--- src/hdl/sge_pkg.sv ---
// shared constants and control types of the sampled gradient estimator
// no dependencies; used by controller, datapath and top level
package sge_pkg;

  localparam int unsigned DATA_WIDTH_DEF = 32;
  localparam int unsigned FRAC_BITS_DEF  = 16;

  // controller to datapath commands
  typedef struct packed {
    logic load;        // capture the incoming sample
    logic setup;       // form differences for one slope
    logic sel_older;   // use the sample two back instead of the previous one
    logic step;        // one divider iteration
    logic emit;        // write a slope result
    logic emit_err;    // write a too-few-points result
    logic last_slope;  // tag the written slope as final of the series
    logic shift;       // move the sample history along
  } cmd_t;

  // datapath to controller status
  typedef struct packed {
    logic out_free;    // output register can take a result this cycle
  } status_t;

endpackage

--- src/hdl/sge_in_if.sv ---
// input channel of the sampled gradient estimator: one (x, y) sample per item
// depends on sge_pkg for the default width
interface sge_in_if #(
  parameter int unsigned DATA_WIDTH = sge_pkg::DATA_WIDTH_DEF
);
  logic                         valid;
  logic                         ready;
  logic signed [DATA_WIDTH-1:0] x_value;
  logic signed [DATA_WIDTH-1:0] y_value;
  logic                         last_point;

  modport source (output valid, output x_value, output y_value, output last_point,
                  input ready);
  modport sink   (input valid, input x_value, input y_value, input last_point,
                  output ready);
endinterface

--- src/hdl/sge_out_if.sv ---
// output channel of the sampled gradient estimator: one slope per item
// depends on sge_pkg for the default width
interface sge_out_if #(
  parameter int unsigned DATA_WIDTH = sge_pkg::DATA_WIDTH_DEF
);
  logic                         valid;
  logic                         ready;
  logic signed [DATA_WIDTH-1:0] slope;
  logic                         zero_span;
  logic                         too_few;
  logic                         last_slope;

  modport source (output valid, output slope, output zero_span, output too_few,
                  output last_slope, input ready);
  modport sink   (input valid, input slope, input zero_span, input too_few,
                  input last_slope, output ready);
endinterface

--- src/hdl/sampled_gradient_estimator_top.sv ---
// top level of the sampled gradient estimator: controller plus datapath
// depends on sge_pkg, sge_in_if, sge_out_if, sge_ctrl and sge_datapath
// a sample that closes no slope only shifts the history, a too-short series end writes an
//   error result; each slope is formed by the radix-2 divider
// the block takes one sample at a time and gives none, an error, one or two slopes for it;
//   a result is held back until the output register is free; reset: async active
//   low, clears history, point count and output valid
module sampled_gradient_estimator_top #(
  parameter int unsigned DATA_WIDTH = sge_pkg::DATA_WIDTH_DEF,
  parameter int unsigned FRAC_BITS  = sge_pkg::FRAC_BITS_DEF
) (
  input  logic      clk_i,
  input  logic      rst_ni,
  sge_in_if.sink    in_i,
  sge_out_if.source out_o
);

  // command and status bundles between the two halves
  sge_pkg::cmd_t    cmd;
  sge_pkg::status_t status;

  // controller: one item at a time, walks setup, divide steps and result write
  // per slope, then shifts the sample history
  sge_ctrl #(
    .DATA_WIDTH (DATA_WIDTH),
    .FRAC_BITS  (FRAC_BITS)
  ) u_ctrl (
    .clk_i      (clk_i),
    .rst_ni     (rst_ni),
    .in_valid_i (in_i.valid),
    .in_last_i  (in_i.last_point),
    .in_ready_o (in_i.ready),
    .status_i   (status),
    .cmd_o      (cmd)
  );

  // datapath: holds the two previous samples, forms |dy| << FRAC_BITS / |dx|
  // one quotient bit a cycle, saturates and signs it; the output register
  // lets the next sample in while a result still waits downstream
  sge_datapath #(
    .DATA_WIDTH (DATA_WIDTH),
    .FRAC_BITS  (FRAC_BITS)
  ) u_datapath (
    .clk_i            (clk_i),
    .rst_ni           (rst_ni),
    .cmd_i            (cmd),
    .status_o         (status),
    .in_x_i           (in_i.x_value),
    .in_y_i           (in_i.y_value),
    .out_valid_o      (out_o.valid),
    .out_ready_i      (out_o.ready),
    .out_slope_o      (out_o.slope),
    .out_zero_span_o  (out_o.zero_span),
    .out_too_few_o    (out_o.too_few),
    .out_last_slope_o (out_o.last_slope)
  );

endmodule

--- src/hdl/sge_ctrl.sv ---
// controller of the sampled gradient estimator: sequences setup, divide and write
// depends on sge_pkg for command and status types
module sge_ctrl #(
  parameter int unsigned DATA_WIDTH = sge_pkg::DATA_WIDTH_DEF,
  parameter int unsigned FRAC_BITS  = sge_pkg::FRAC_BITS_DEF
) (
  input  logic             clk_i,
  input  logic             rst_ni,
  input  logic             in_valid_i,
  input  logic             in_last_i,
  output logic             in_ready_o,
  input  sge_pkg::status_t status_i,
  output sge_pkg::cmd_t    cmd_o
);

  localparam int unsigned Steps = DATA_WIDTH + FRAC_BITS;
  localparam int unsigned CntW  = $clog2(Steps);

  localparam logic [2:0] StIdle  = 3'd0;
  localparam logic [2:0] StSetup = 3'd1;
  localparam logic [2:0] StDiv   = 3'd2;
  localparam logic [2:0] StFin   = 3'd3;
  localparam logic [2:0] StErr   = 3'd4;
  localparam logic [2:0] StDone  = 3'd5;

  logic [2:0]      state_q, state_d;
  logic [CntW-1:0] cnt_q, cnt_d;
  logic [1:0]      ps_q, ps_d;
  logic            last_q, last_d;
  logic            two_q, two_d;
  logic            sel_older_q, sel_older_d;
  logic            job_last_q, job_last_d;

  always_comb begin
    state_d     = state_q;
    cnt_d       = cnt_q;
    ps_d        = ps_q;
    last_d      = last_q;
    two_d       = two_q;
    sel_older_d = sel_older_q;
    job_last_d  = job_last_q;
    in_ready_o  = 1'b0;
    cmd_o       = '0;
    case (state_q)
      StIdle: begin
        in_ready_o = 1'b1;
        if (in_valid_i) begin
          cmd_o.load = 1'b1;
          last_d     = in_last_i;
          job_last_d = 1'b0;
          if (in_last_i) begin
            if (ps_q inside {2'd0, 2'd1}) begin
              state_d = StErr;
            end else begin
              two_d       = 1'b1;
              sel_older_d = 1'b1;
              state_d     = StSetup;
            end
          end else if (ps_q == 2'd0) begin
            state_d = StDone;
          end else begin
            two_d       = 1'b0;
            sel_older_d = (ps_q != 2'd1);
            state_d     = StSetup;
          end
        end
      end
      StSetup: begin
        cmd_o.setup     = 1'b1;
        cmd_o.sel_older = sel_older_q;
        cnt_d           = '0;
        state_d         = StDiv;
      end
      StDiv: begin
        cmd_o.step = 1'b1;
        cnt_d      = cnt_q + 1'b1;
        if (cnt_q == CntW'(Steps - 1)) begin
          state_d = StFin;
        end
      end
      StFin: begin
        if (status_i.out_free) begin
          cmd_o.emit       = 1'b1;
          cmd_o.last_slope = job_last_q;
          if (two_q) begin
            two_d       = 1'b0;
            sel_older_d = 1'b0;
            job_last_d  = 1'b1;
            state_d     = StSetup;
          end else begin
            state_d = StDone;
          end
        end
      end
      StErr: begin
        if (status_i.out_free) begin
          cmd_o.emit_err = 1'b1;
          state_d        = StDone;
        end
      end
      StDone: begin
        cmd_o.shift = 1'b1;
        if (last_q) begin
          ps_d = 2'd0;
        end else if (ps_q != 2'd3) begin
          ps_d = ps_q + 2'd1;
        end
        state_d = StIdle;
      end
      default: begin
        state_d = StIdle;
      end
    endcase
  end

  always_ff @(posedge clk_i or negedge rst_ni) begin
    if (!rst_ni) begin
      state_q     <= StIdle;
      cnt_q       <= '0;
      ps_q        <= 2'd0;
      last_q      <= 1'b0;
      two_q       <= 1'b0;
      sel_older_q <= 1'b0;
      job_last_q  <= 1'b0;
    end else begin
      state_q     <= state_d;
      cnt_q       <= cnt_d;
      ps_q        <= ps_d;
      last_q      <= last_d;
      two_q       <= two_d;
      sel_older_q <= sel_older_d;
      job_last_q  <= job_last_d;
    end
  end

endmodule

--- src/hdl/sge_datapath.sv ---
// datapath of the sampled gradient estimator: sample history, differences,
// radix-2 restoring divider, saturation and output register; uses sge_pkg
module sge_datapath #(
  parameter int unsigned DATA_WIDTH = sge_pkg::DATA_WIDTH_DEF,
  parameter int unsigned FRAC_BITS  = sge_pkg::FRAC_BITS_DEF
) (
  input  logic                  clk_i,
  input  logic                  rst_ni,
  input  sge_pkg::cmd_t         cmd_i,
  output sge_pkg::status_t      status_o,
  input  logic [DATA_WIDTH-1:0] in_x_i,
  input  logic [DATA_WIDTH-1:0] in_y_i,
  output logic                  out_valid_o,
  input  logic                  out_ready_i,
  output logic [DATA_WIDTH-1:0] out_slope_o,
  output logic                  out_zero_span_o,
  output logic                  out_too_few_o,
  output logic                  out_last_slope_o
);

  localparam int unsigned W  = DATA_WIDTH;
  localparam int unsigned QW = DATA_WIDTH + FRAC_BITS;

  localparam logic [W-1:0] MaxPos = {1'b0, {(W-1){1'b1}}};
  localparam logic [W-1:0] MinNeg = {1'b1, {(W-1){1'b0}}};

  logic [W-1:0]  cur_x_q, cur_y_q;
  logic [W-1:0]  older_x_q, older_y_q, newer_x_q, newer_y_q;
  logic [W-1:0]  mx_q, rem_q;
  logic [QW-1:0] dq_q;
  logic          nx_q, ny_q, my_zero_q;

  // differences against the chosen earlier sample
  logic [W-1:0] base_x, base_y;
  logic [W:0]   dx, dy;
  logic [W-1:0] mx, my;

  assign base_x = cmd_i.sel_older ? older_x_q : newer_x_q;
  assign base_y = cmd_i.sel_older ? older_y_q : newer_y_q;
  assign dx = {cur_x_q[W-1], cur_x_q} - {base_x[W-1], base_x};
  assign dy = {cur_y_q[W-1], cur_y_q} - {base_y[W-1], base_y};
  assign mx = dx[W] ? W'(-dx) : dx[W-1:0];
  assign my = dy[W] ? W'(-dy) : dy[W-1:0];

  // one restoring divide step
  logic [W:0]   rem_sh, rem_sub;
  logic         q_bit;

  assign rem_sh  = {rem_q, dq_q[QW-1]};
  assign rem_sub = rem_sh - {1'b0, mx_q};
  assign q_bit   = (rem_sh >= {1'b0, mx_q});

  // saturation and sign
  logic         neg;
  logic [W-1:0] lim, q_sat, slope_val;
  logic         over;

  assign neg   = (nx_q != ny_q) && !my_zero_q;
  assign lim   = neg ? MinNeg : MaxPos;
  assign over  = (dq_q > QW'(lim));
  assign q_sat = over ? lim : dq_q[W-1:0];

  always_comb begin
    if (mx_q == '0) begin
      if (my_zero_q) begin
        slope_val = '0;
      end else if (ny_q) begin
        slope_val = MinNeg;
      end else begin
        slope_val = MaxPos;
      end
    end else begin
      slope_val = neg ? W'(-q_sat) : q_sat;
    end
  end

  logic out_valid_q;

  assign status_o.out_free = !out_valid_q || out_ready_i;
  assign out_valid_o       = out_valid_q;

  always_ff @(posedge clk_i or negedge rst_ni) begin
    if (!rst_ni) begin
      out_valid_q <= 1'b0;
      older_x_q   <= '0;
      older_y_q   <= '0;
      newer_x_q   <= '0;
      newer_y_q   <= '0;
    end else begin
      if (cmd_i.emit || cmd_i.emit_err) begin
        out_valid_q <= 1'b1;
      end else if (out_ready_i) begin
        out_valid_q <= 1'b0;
      end
      if (cmd_i.shift) begin
        older_x_q <= newer_x_q;
        older_y_q <= newer_y_q;
        newer_x_q <= cur_x_q;
        newer_y_q <= cur_y_q;
      end
    end
  end

  always_ff @(posedge clk_i) begin
    if (cmd_i.load) begin
      cur_x_q <= in_x_i;
      cur_y_q <= in_y_i;
    end
    if (cmd_i.setup) begin
      mx_q      <= mx;
      nx_q      <= dx[W];
      ny_q      <= dy[W];
      my_zero_q <= (my == '0);
      rem_q     <= '0;
      dq_q      <= QW'(my) << FRAC_BITS;
    end else if (cmd_i.step) begin
      rem_q <= q_bit ? rem_sub[W-1:0] : rem_sh[W-1:0];
      dq_q  <= {dq_q[QW-2:0], q_bit};
    end
    if (cmd_i.emit) begin
      out_slope_o      <= slope_val;
      out_zero_span_o  <= (mx_q == '0);
      out_too_few_o    <= 1'b0;
      out_last_slope_o <= cmd_i.last_slope;
    end else if (cmd_i.emit_err) begin
      out_slope_o      <= '0;
      out_zero_span_o  <= 1'b0;
      out_too_few_o    <= 1'b1;
      out_last_slope_o <= 1'b1;
    end
  end

endmodule

--- src/flat_wrapper.sv ---
// flat-port wrapper written by rule: the top's interface ports become plain ports
module sampled_gradient_estimator_top_flat 
#(
  parameter int unsigned DATA_WIDTH = sge_pkg::DATA_WIDTH_DEF,
  parameter int unsigned FRAC_BITS  = sge_pkg::FRAC_BITS_DEF
)
  (clk_i, rst_ni, in_i_valid, in_i_x_value, in_i_y_value, in_i_last_point, in_i_ready, out_o_valid, out_o_slope, out_o_zero_span, out_o_too_few, out_o_last_slope, out_o_ready);
  sge_in_if #(.DATA_WIDTH(DATA_WIDTH)) in_i_i ();
  sge_out_if #(.DATA_WIDTH(DATA_WIDTH)) out_o_i ();
  input  logic clk_i;
  input  logic rst_ni;
  input wire logic [$bits(in_i_i.valid)-1:0] in_i_valid;
  input wire logic [$bits(in_i_i.x_value)-1:0] in_i_x_value;
  input wire logic [$bits(in_i_i.y_value)-1:0] in_i_y_value;
  input wire logic [$bits(in_i_i.last_point)-1:0] in_i_last_point;
  output wire logic [$bits(in_i_i.ready)-1:0] in_i_ready;
  output wire logic [$bits(out_o_i.valid)-1:0] out_o_valid;
  output wire logic [$bits(out_o_i.slope)-1:0] out_o_slope;
  output wire logic [$bits(out_o_i.zero_span)-1:0] out_o_zero_span;
  output wire logic [$bits(out_o_i.too_few)-1:0] out_o_too_few;
  output wire logic [$bits(out_o_i.last_slope)-1:0] out_o_last_slope;
  input wire logic [$bits(out_o_i.ready)-1:0] out_o_ready;
  assign in_i_i.valid = in_i_valid;
  assign in_i_i.x_value = in_i_x_value;
  assign in_i_i.y_value = in_i_y_value;
  assign in_i_i.last_point = in_i_last_point;
  assign in_i_ready = in_i_i.ready;
  assign out_o_valid = out_o_i.valid;
  assign out_o_slope = out_o_i.slope;
  assign out_o_zero_span = out_o_i.zero_span;
  assign out_o_too_few = out_o_i.too_few;
  assign out_o_last_slope = out_o_i.last_slope;
  assign out_o_i.ready = out_o_ready;
  sampled_gradient_estimator_top #(.DATA_WIDTH(DATA_WIDTH), .FRAC_BITS(FRAC_BITS)) u_core (.clk_i(clk_i), .rst_ni(rst_ni), .in_i(in_i_i), .out_o(out_o_i));
endmodule
--- config.mk ---
export PLATFORM = sky130hd
export DESIGN_NAME = sampled_gradient_estimator_top_flat
export DESIGN_NICKNAME = d
export VERILOG_FILES = /design/src/hdl/sge_pkg.sv /design/src/hdl/sge_in_if.sv /design/src/hdl/sge_out_if.sv /design/src/hdl/sampled_gradient_estimator_top.sv /design/src/hdl/sge_ctrl.sv /design/src/hdl/sge_datapath.sv /design/src/flat_wrapper.sv
export SDC_FILE = /design/constraint.sdc
export NUM_CORES = 1
export LEC_CHECK = 0
export ABC_AREA = 1
export BUFFER_PORTS_ARGS = -buffer_cell sky130_fd_sc_hd__buf_4
export CORE_MARGIN = 3
export CORE_UTILIZATION = 50
export DETAILED_ROUTE_END_ITERATION = 8
export PLACE_DENSITY = 0.67
export SETUP_SLACK_MARGIN = 0.15
export SYNTH_ARGS = -nofsm -noshare
export SYNTH_HDL_FRONTEND = slang
export SYNTH_SLANG_ARGS = --single-unit
--- constraint.sdc ---
create_clock -name clk_i -period 6.2 [get_ports clk_i]
set_clock_uncertainty 0.15 [all_clocks]
set_input_delay 0.62 -clock clk_i [delete_from_list [all_inputs] [get_ports clk_i]]
set_output_delay 0.62 -clock clk_i [all_outputs]
set_load 0.02 [all_outputs]
==> results of run 1 <==
logic make-up (layout without fill, tap and decap cells):
kind of cell	count (synthesis)	in the layout	synth area share
buffers and inverters	504	611	0.0814
AND/OR/NAND/NOR	1559	1559	0.279
AO/OA/AOI/OAI	593	593	0.138
XOR/XNOR	88	88	0.0323
adder cells (fa/ha/maj)	138	138	0.0726
flip-flops	358	358	0.396
sequential cells by signal (all words and copies together) (netlist names), 2 cells and up:
name / count
u_core.u_ctrl.state_q: 3
u_core.u_datapath.older_x_q: 32
u_core.u_datapath.cur_y_q: 32
u_core.u_datapath.newer_x_q: 32
u_core.u_datapath.newer_y_q: 32
u_core.u_datapath.cur_x_q: 32
u_core.u_datapath.older_y_q: 32
u_core.u_datapath.rem_q: 32
u_core.u_datapath.dq_q: 48
u_core.u_datapath.mx_q: 32
u_core.u_ctrl.ps_q: 2
u_core.u_datapath.out_slope_o: 32
u_core.u_ctrl.cnt_q: 6
final timing paths:
| kind | start | to | slack [ns] |
|---|---|---|---|
| worst min register to register | u_core.u_datapath.out_too_few_o$_SDFFE_PP0P_ | u_core.u_datapath.out_too_few_o$_SDFFE_PP0P_ | 0.30 |
| worst max register to register | u_core.u_ctrl.state_q[0]$_DFFE_PN0P_ | u_core.u_datapath.mx_q[11]$_DFFE_PN_ | 1.30 |
| max in group asynchronous | rst_ni | u_core.u_datapath.older_y_q[22]$_DFFE_PN0P_ | 4.17 |
| worst min-delay path | in_i_y_value[26] | u_core.u_datapath.cur_y_q[26]$_DFFE_PP_ | 0.07 |
| worst max-delay path | u_core.u_ctrl.state_q[0]$_DFFE_PN0P_ | u_core.u_datapath.mx_q[11]$_DFFE_PN_ | 1.30 |
| min in group asynchronous | rst_ni | u_core.u_datapath.older_x_q[26]$_DFFE_PN0P_ | 0.45 |
what timing repair did:
item | in CTS | in global routing
hold buffers | 1 | 0
gates resized for setup | 0 | 0
hold endpoints to repair | 40 | 0
layout make-up:
cell class	count	area, sq um	share of cell area
Sequential cell	358	9540	0.357
Clock inverter	18	201	0.00754
Inverter	413	1550	0.0580
Timing Repair Buffer	125	957	0.0358
Clock buffer	55	1110	0.0415
Multi-Input combinational cell	2378	12600	0.472
Tap cell	607	759	0.0284
routing by layer:
metal | global-route usage | up-vias | routed length (microns)
met5 | 0 | - | 0
met4 | 0.0658 | 0 | 1390
met3 | 0.0310 | 79 | 3120
met2 | 0.367 | 499 | 25800
met1 | 0.363 | 9813 | 30700
li1 | - | 10800 | -
cells in the final DEF (no fill, tap or decap), types with 6 or more instances in the layout:
cell / Yosys / final
a21o_1: 8 / 8
a21oi_1: 225 / 225
a31oi_1: 8 / 8
buf_4: 4 / 122
clkbuf_1: 64 / 11
clkbuf_16: 0 / 41
dfrtp_1: 144 / 144
dfxtp_1: 49 / 49
edfxtp_1: 165 / 165
ha_1: 135 / 135
inv_1: 394 / 393
inv_2: 18 / 19
nand2_1: 874 / 871
nand2_2: 31 / 32
nand2_4: 6 / 8
nand3_1: 173 / 173
nand3b_1: 15 / 15
nand4_1: 44 / 44
nor2_1: 323 / 321
nor2_2: 21 / 22
nor2_4: 7 / 8
nor3_1: 25 / 25
nor3_2: 7 / 6
nor4_1: 11 / 11
o211ai_1: 36 / 36
o21a_1: 11 / 11
o21ai_0: 223 / 223
o21ai_1: 15 / 15
o21bai_1: 7 / 7
o221ai_1: 7 / 7
o22ai_1: 20 / 20
xnor2_1: 31 / 31
xor2_1: 56 / 56
per-stage QoR:
| step | util | setup slack [ns] |
|---|---|---|
| 5_1_grt | 0.568 | 0.781 |
| 3_5_place_dp | 0.540 | 1.34 |
| 3_3_place_gp | 0.540 | 1.40 |
| 2_1_floorplan | - | 1.41 |
| 4_1_cts | 0.568 | 1.31 |
| 6_report | 0.568 | 1.30 |
==> summary.txt, run 1 <==
Status
  • Status: finished, final reports clean

Global routing
  • First-pass GRT wire length: 101 mm
  • Vias in the first global route: 20100
  • Largest net degree at the start of global routing: 258
  • Total gr overflow: 0
  • Initial antenna violation count: 0
  • GRT Util Overall: 0.242

Timing
  • Fin. Hold Viols: 0
  • Min Tclk post-route: 4.90 ns
  • Final setup fails: 0
  • Fin crit share: 0.790
  • Max Freq: 204 MHz
  • Max-Slew Margin vs Limit: 0.299
  • RSZ-0062 raised after global routing: false
  • Worst-margin pin slew: 1.05 ns
  • WHS: 0.0730 ns
  • Max-slew violation count: 0
  • Setup TNS: 0 ns

Setup path
  • CP Max Fanout: 50
  • Reg2reg path depth: 26
  • WP data arrival: 5.05 ns
  • Slowest CP cell: dfrtp_1
  • Startpoint types: register
  • Worst stage delay on the critical path: 0.39 ns
  • Most frequent CP cell: nand2_1
  • Bufs and invs on worst path: 5
  • WP depth: 26
  • Worst Path Required: 6.35 ns
  • Crit path max-delay family: simple AND/OR/NAND/NOR gates
  • CP endpoint kind: register
  • Critical path class: register to register

Clock network
  • # H-tree levels: 2
  • Clock slew at reported path FFs: 0.06 ns
  • CTS tree: yes
  • Post-CTS Setup Inserts: 0
  • Clk sink count: 358
  • Skew-Pair Late Insertion Delay: 0.58 ns
  • Clock tree buffer depth: 3
  • Num CTS Buffers: 40
  • Clk root buf: clkbuf_16

Detailed routing
  • Drt pass-1 iters: 5
  • Post-route ant nets: 0
  • DR vias: 21200
  • Routed len/inst: 15.4 microns
  • DRT Wirelength: 61.1 mm
  • DRT iter0 DRCs: 1508
  • Drt drc: 0
  • Vias per cell: 5.37

Yosys
  • Yosys top cell area share: 0.206
  • Yosys Warn Count: 0
  • Synthesized cell area: 24100 sq um
  • Net Count, Synth: 3447
  • Post-synth EDFFs: 165
  • Synth Flop Type: edfxtp_1
  • FFs w/ async S/R, synth: 0.402
  • Top-count cell post-synth: nand2_1
  • Syn Area/Cell: 7.43 sq um
  • Synth area leader: edfxtp_1
  • Mapped Cells: 3240
  • Register area share after synthesis: 0.396
  • Synth area leaders: edfxtp_1 21%, dfrtp_1 15%, nand2_1 14%
  • Synth top cells by count: 874 x nand2_1, 394 x inv_1, 323 x nor2_1, 225 x a21oi_1, 223 x o21ai_0
  • Cell variety after synth: 63
  • Synthesized flop and latch total: 358

Die
  • Die area: 50800 sq um
  • Row count: 79
  • Die height: 225 microns
  • I/O pins: 106
  • Core Region: 47100 sq um
  • Initial Util: 0.512
  • Die X-Extent: 225 microns

Placement
  • Post-Place Cells: 3880
  • Placer congestion estimate: 0.936
  • Placed standard-cell area: 25400 sq um
  • Final HPWL from detailed placement: 46.7 mm
  • Port buffer count: 105

Cells and area
  • FILL cells: 4508
  • Share of cells above drive strength 1: 0.0929
  • Fin area: 26700 sq um
  • Final net count: 3523
  • Non-Filler Instances: 3954
  • Area growth syn-to-layout: 11.0%
  • Antenna fix cells: 0

Hold path
  • Hold Crit Class: input pin to register
  • Worst hold stages: 1

Job
  • MaxCap Viol Count: 0
Power of run 1 is left out: the tool's default activity adds up to more than one toggle a clock period on the data nets, which glitch-free logic cannot reach.
==> run 2: changes to the inputs <==
==> constraint.sdc (replaced) <==
create_clock -name clk_i -period 4.7 [get_ports clk_i]
set_clock_uncertainty 0.15 [all_clocks]
set_input_delay 0.47 -clock clk_i [delete_from_list [all_inputs] [get_ports clk_i]]
set_output_delay 0.47 -clock clk_i [all_outputs]
set_load 0.02 [all_outputs]
==> summary.txt, run 2 (synthesized netlist as in run 1, its figures left out) <==
Status
  • Status: finished, final reports clean

Placement
  • Placer congestion estimate: 0.946 (+1.1%)
  • Port buffer count: 105 (unchanged)
  • Final HPWL from detailed placement: 46.5 mm (-0.49%)

Detailed routing
  • DR vias: 21500 (+1.3%)
  • Drt drc: 0 (unchanged)
  • Routed len/inst: 15.7 microns (+1.4%)
  • Post-route ant nets: 0 (unchanged)
  • DRT iter0 DRCs: 1587 (+5.2%)
  • DRT Wirelength: 63.3 mm (+3.6%)
  • Vias per cell: 5.32 (-0.88%)
  • Drt pass-1 iters: 6 (+1)

Setup path
  • Critical path class: register to register
  • Worst stage delay on the critical path: 0.43 ns (+0.04 ns)
  • Worst Path Required: 4.87 ns (-1.48 ns)
  • WP data arrival: 4.50 ns (-0.55 ns)
  • CP startpoint: u_core.u_ctrl.state_q[1]$_DFFE_PN0P_
  • Startpoint types: register
  • Slowest CP cell: dfrtp_1
  • Worst r2r src: u_core.u_ctrl.state_q[1]$_DFFE_PN0P_
  • CP Max Fanout: 19 (-62%)
  • CP endpoint kind: register
  • Most frequent CP cell: nand2_1

Clock network
  • Num CTS Buffers: 40 (unchanged)
  • # H-tree levels: 2 (unchanged)
  • Clock tree buffer depth: 3 (unchanged)
  • Clk sink count: 358 (unchanged)
  • Clk root buf: clkbuf_16
  • Skew-Pair Late Insertion Delay: 0.58 ns (about the same)
  • CTS tree: yes
  • Clock slew at reported path FFs: 0.06 ns (about the same)

Die
  • Row count: 79 (unchanged)
  • Die X-Extent: 225 microns (unchanged)
  • Die height: 225 microns (unchanged)
  • Core Region: 47100 sq um (unchanged)
  • Initial Util: 0.512 (unchanged)
  • I/O pins: 106 (unchanged)
  • Die area: 50800 sq um (unchanged)

Cells and area
  • Area growth syn-to-layout: 15.6%
  • Most common cell after layout, fill and taps aside: nand2_1
  • Share of cells above drive strength 1: 0.107 (+0.0145)
  • Most frequent cells in the layout: 867 x nand2_1, 390 x inv_1, 311 x nor2_1, 224 x a21oi_1, 219 x o21ai_0
  • Antenna fix cells: 0 (unchanged)
  • Final net count: 3611 (+2.5%)
  • Biggest register: u_core.u_datapath.dq_q
  • Max reg flops: 48 (unchanged)

Global routing
  • Vias in the first global route: 20000 (-0.56%)
  • Largest net degree at the start of global routing: 193 (-25%)
  • GRT Util Overall: 0.244 (+0.00297)
  • Initial antenna violation count: 0 (unchanged)
  • Total gr overflow: 0 (unchanged)
  • First-pass GRT wire length: 102 mm (+0.76%)

Timing
  • RSZ-0062 raised after global routing: true
  • Max Freq: 231 MHz (+13%)
  • Fin. Hold Viols: 0 (unchanged)
  • Setup TNS: 0 ns (unchanged)
  • Fin crit share: 0.920 (+0.130)
  • WHS: 0.191 ns (+0.119 ns)
  • Max-slew violation count: 0 (unchanged)
  • Min Tclk post-route: 4.32 ns (-0.575 ns)
  • Final setup fails: 0 (unchanged)
  • Worst-margin pin slew: 1.10 ns (+0.0484 ns)
  • Max-Slew Margin vs Limit: 0.266 (-0.0323)

Hold path
  • Hold Crit Class: input pin to register
  • Worst Hold Launch: out_o_ready

Job
  • MaxCap Viol Count: 0 (unchanged)
[run 2: final cells by class]
class / count / area, sq um
Multi-Input combinational cell: 2378 / 12800
Timing Repair Buffer: 213 / 1950
Sequential cell: 358 / 9540
Clock buffer: 50 / 1080
Tap cell: 607 / 759
Clock inverter: 23 / 183
Inverter: 413 / 1550
Fill cell: 4308 / 19200
[run 2: worst max-delay path: cells and delay by family, from the launching register on]
kind                       cells  cell delay [ns]
AOI/OAI and AO/OA              2             0.47
adders and majority gates      1             0.36
buffers and inverters          3             0.38
DFF                            1             0.43
and+or+nand+nor               21             2.28
[run 2: stage by stage]
step / worst slack, ns / instances / area, sq um / utilization
after detailed placement: 0.231 / 3885 / 25500 / 0.542
after global placement: 0.302 / 3885 / 25500 / 0.542
after CTS: 0.236 / 4024 / 27400 / 0.583
final: 0.375 / 4042 / 27800 / 0.591
after floorplan: 0.367 / 3240 / 24100 / -
after global routing: 0.0470 / 4042 / 27800 / 0.591
[run 2: metal layers]
layer  global-route usage  up-vias  wire length (microns)
met1                0.367     9912                  31600
li1                     -    11000                      -
met3               0.0305       89                   3070
met4               0.0603        0                   1250
met2                0.376      481                  27300
met5                    0        -                      0
[run 2: path summary, 6_finish.rpt]
kind | slack [ns] | endpoint | cells after the start
worst min register to register | 0.31 | u_core.u_datapath.out_too_few_o$_SDFFE_PP0P_ | 2
max in group asynchronous | 3.07 | u_core.u_datapath.older_x_q[28]$_DFFE_PN0P_ | 3
worst min-delay path | 0.19 | u_core.u_ctrl.state_q[2]$_DFFE_PN0P_ | 4
worst max-delay path | 0.38 | u_core.u_datapath.my_zero_q$_DFFE_PN_ | 27
worst max register to register | 0.38 | u_core.u_datapath.my_zero_q$_DFFE_PN_ | 27
min in group asynchronous | 0.36 | u_core.u_datapath.newer_y_q[9]$_DFFE_PN0P_ | 2
[run 2: repair_timing]
item	CTS	global route
hold buffers	66	0
gates resized for setup	0	50
endpoints found under the setup margin	0	62
buffers inserted	0	14
endpoints found under the hold margin	147	0
Power of run 2 is left out for the same reason.
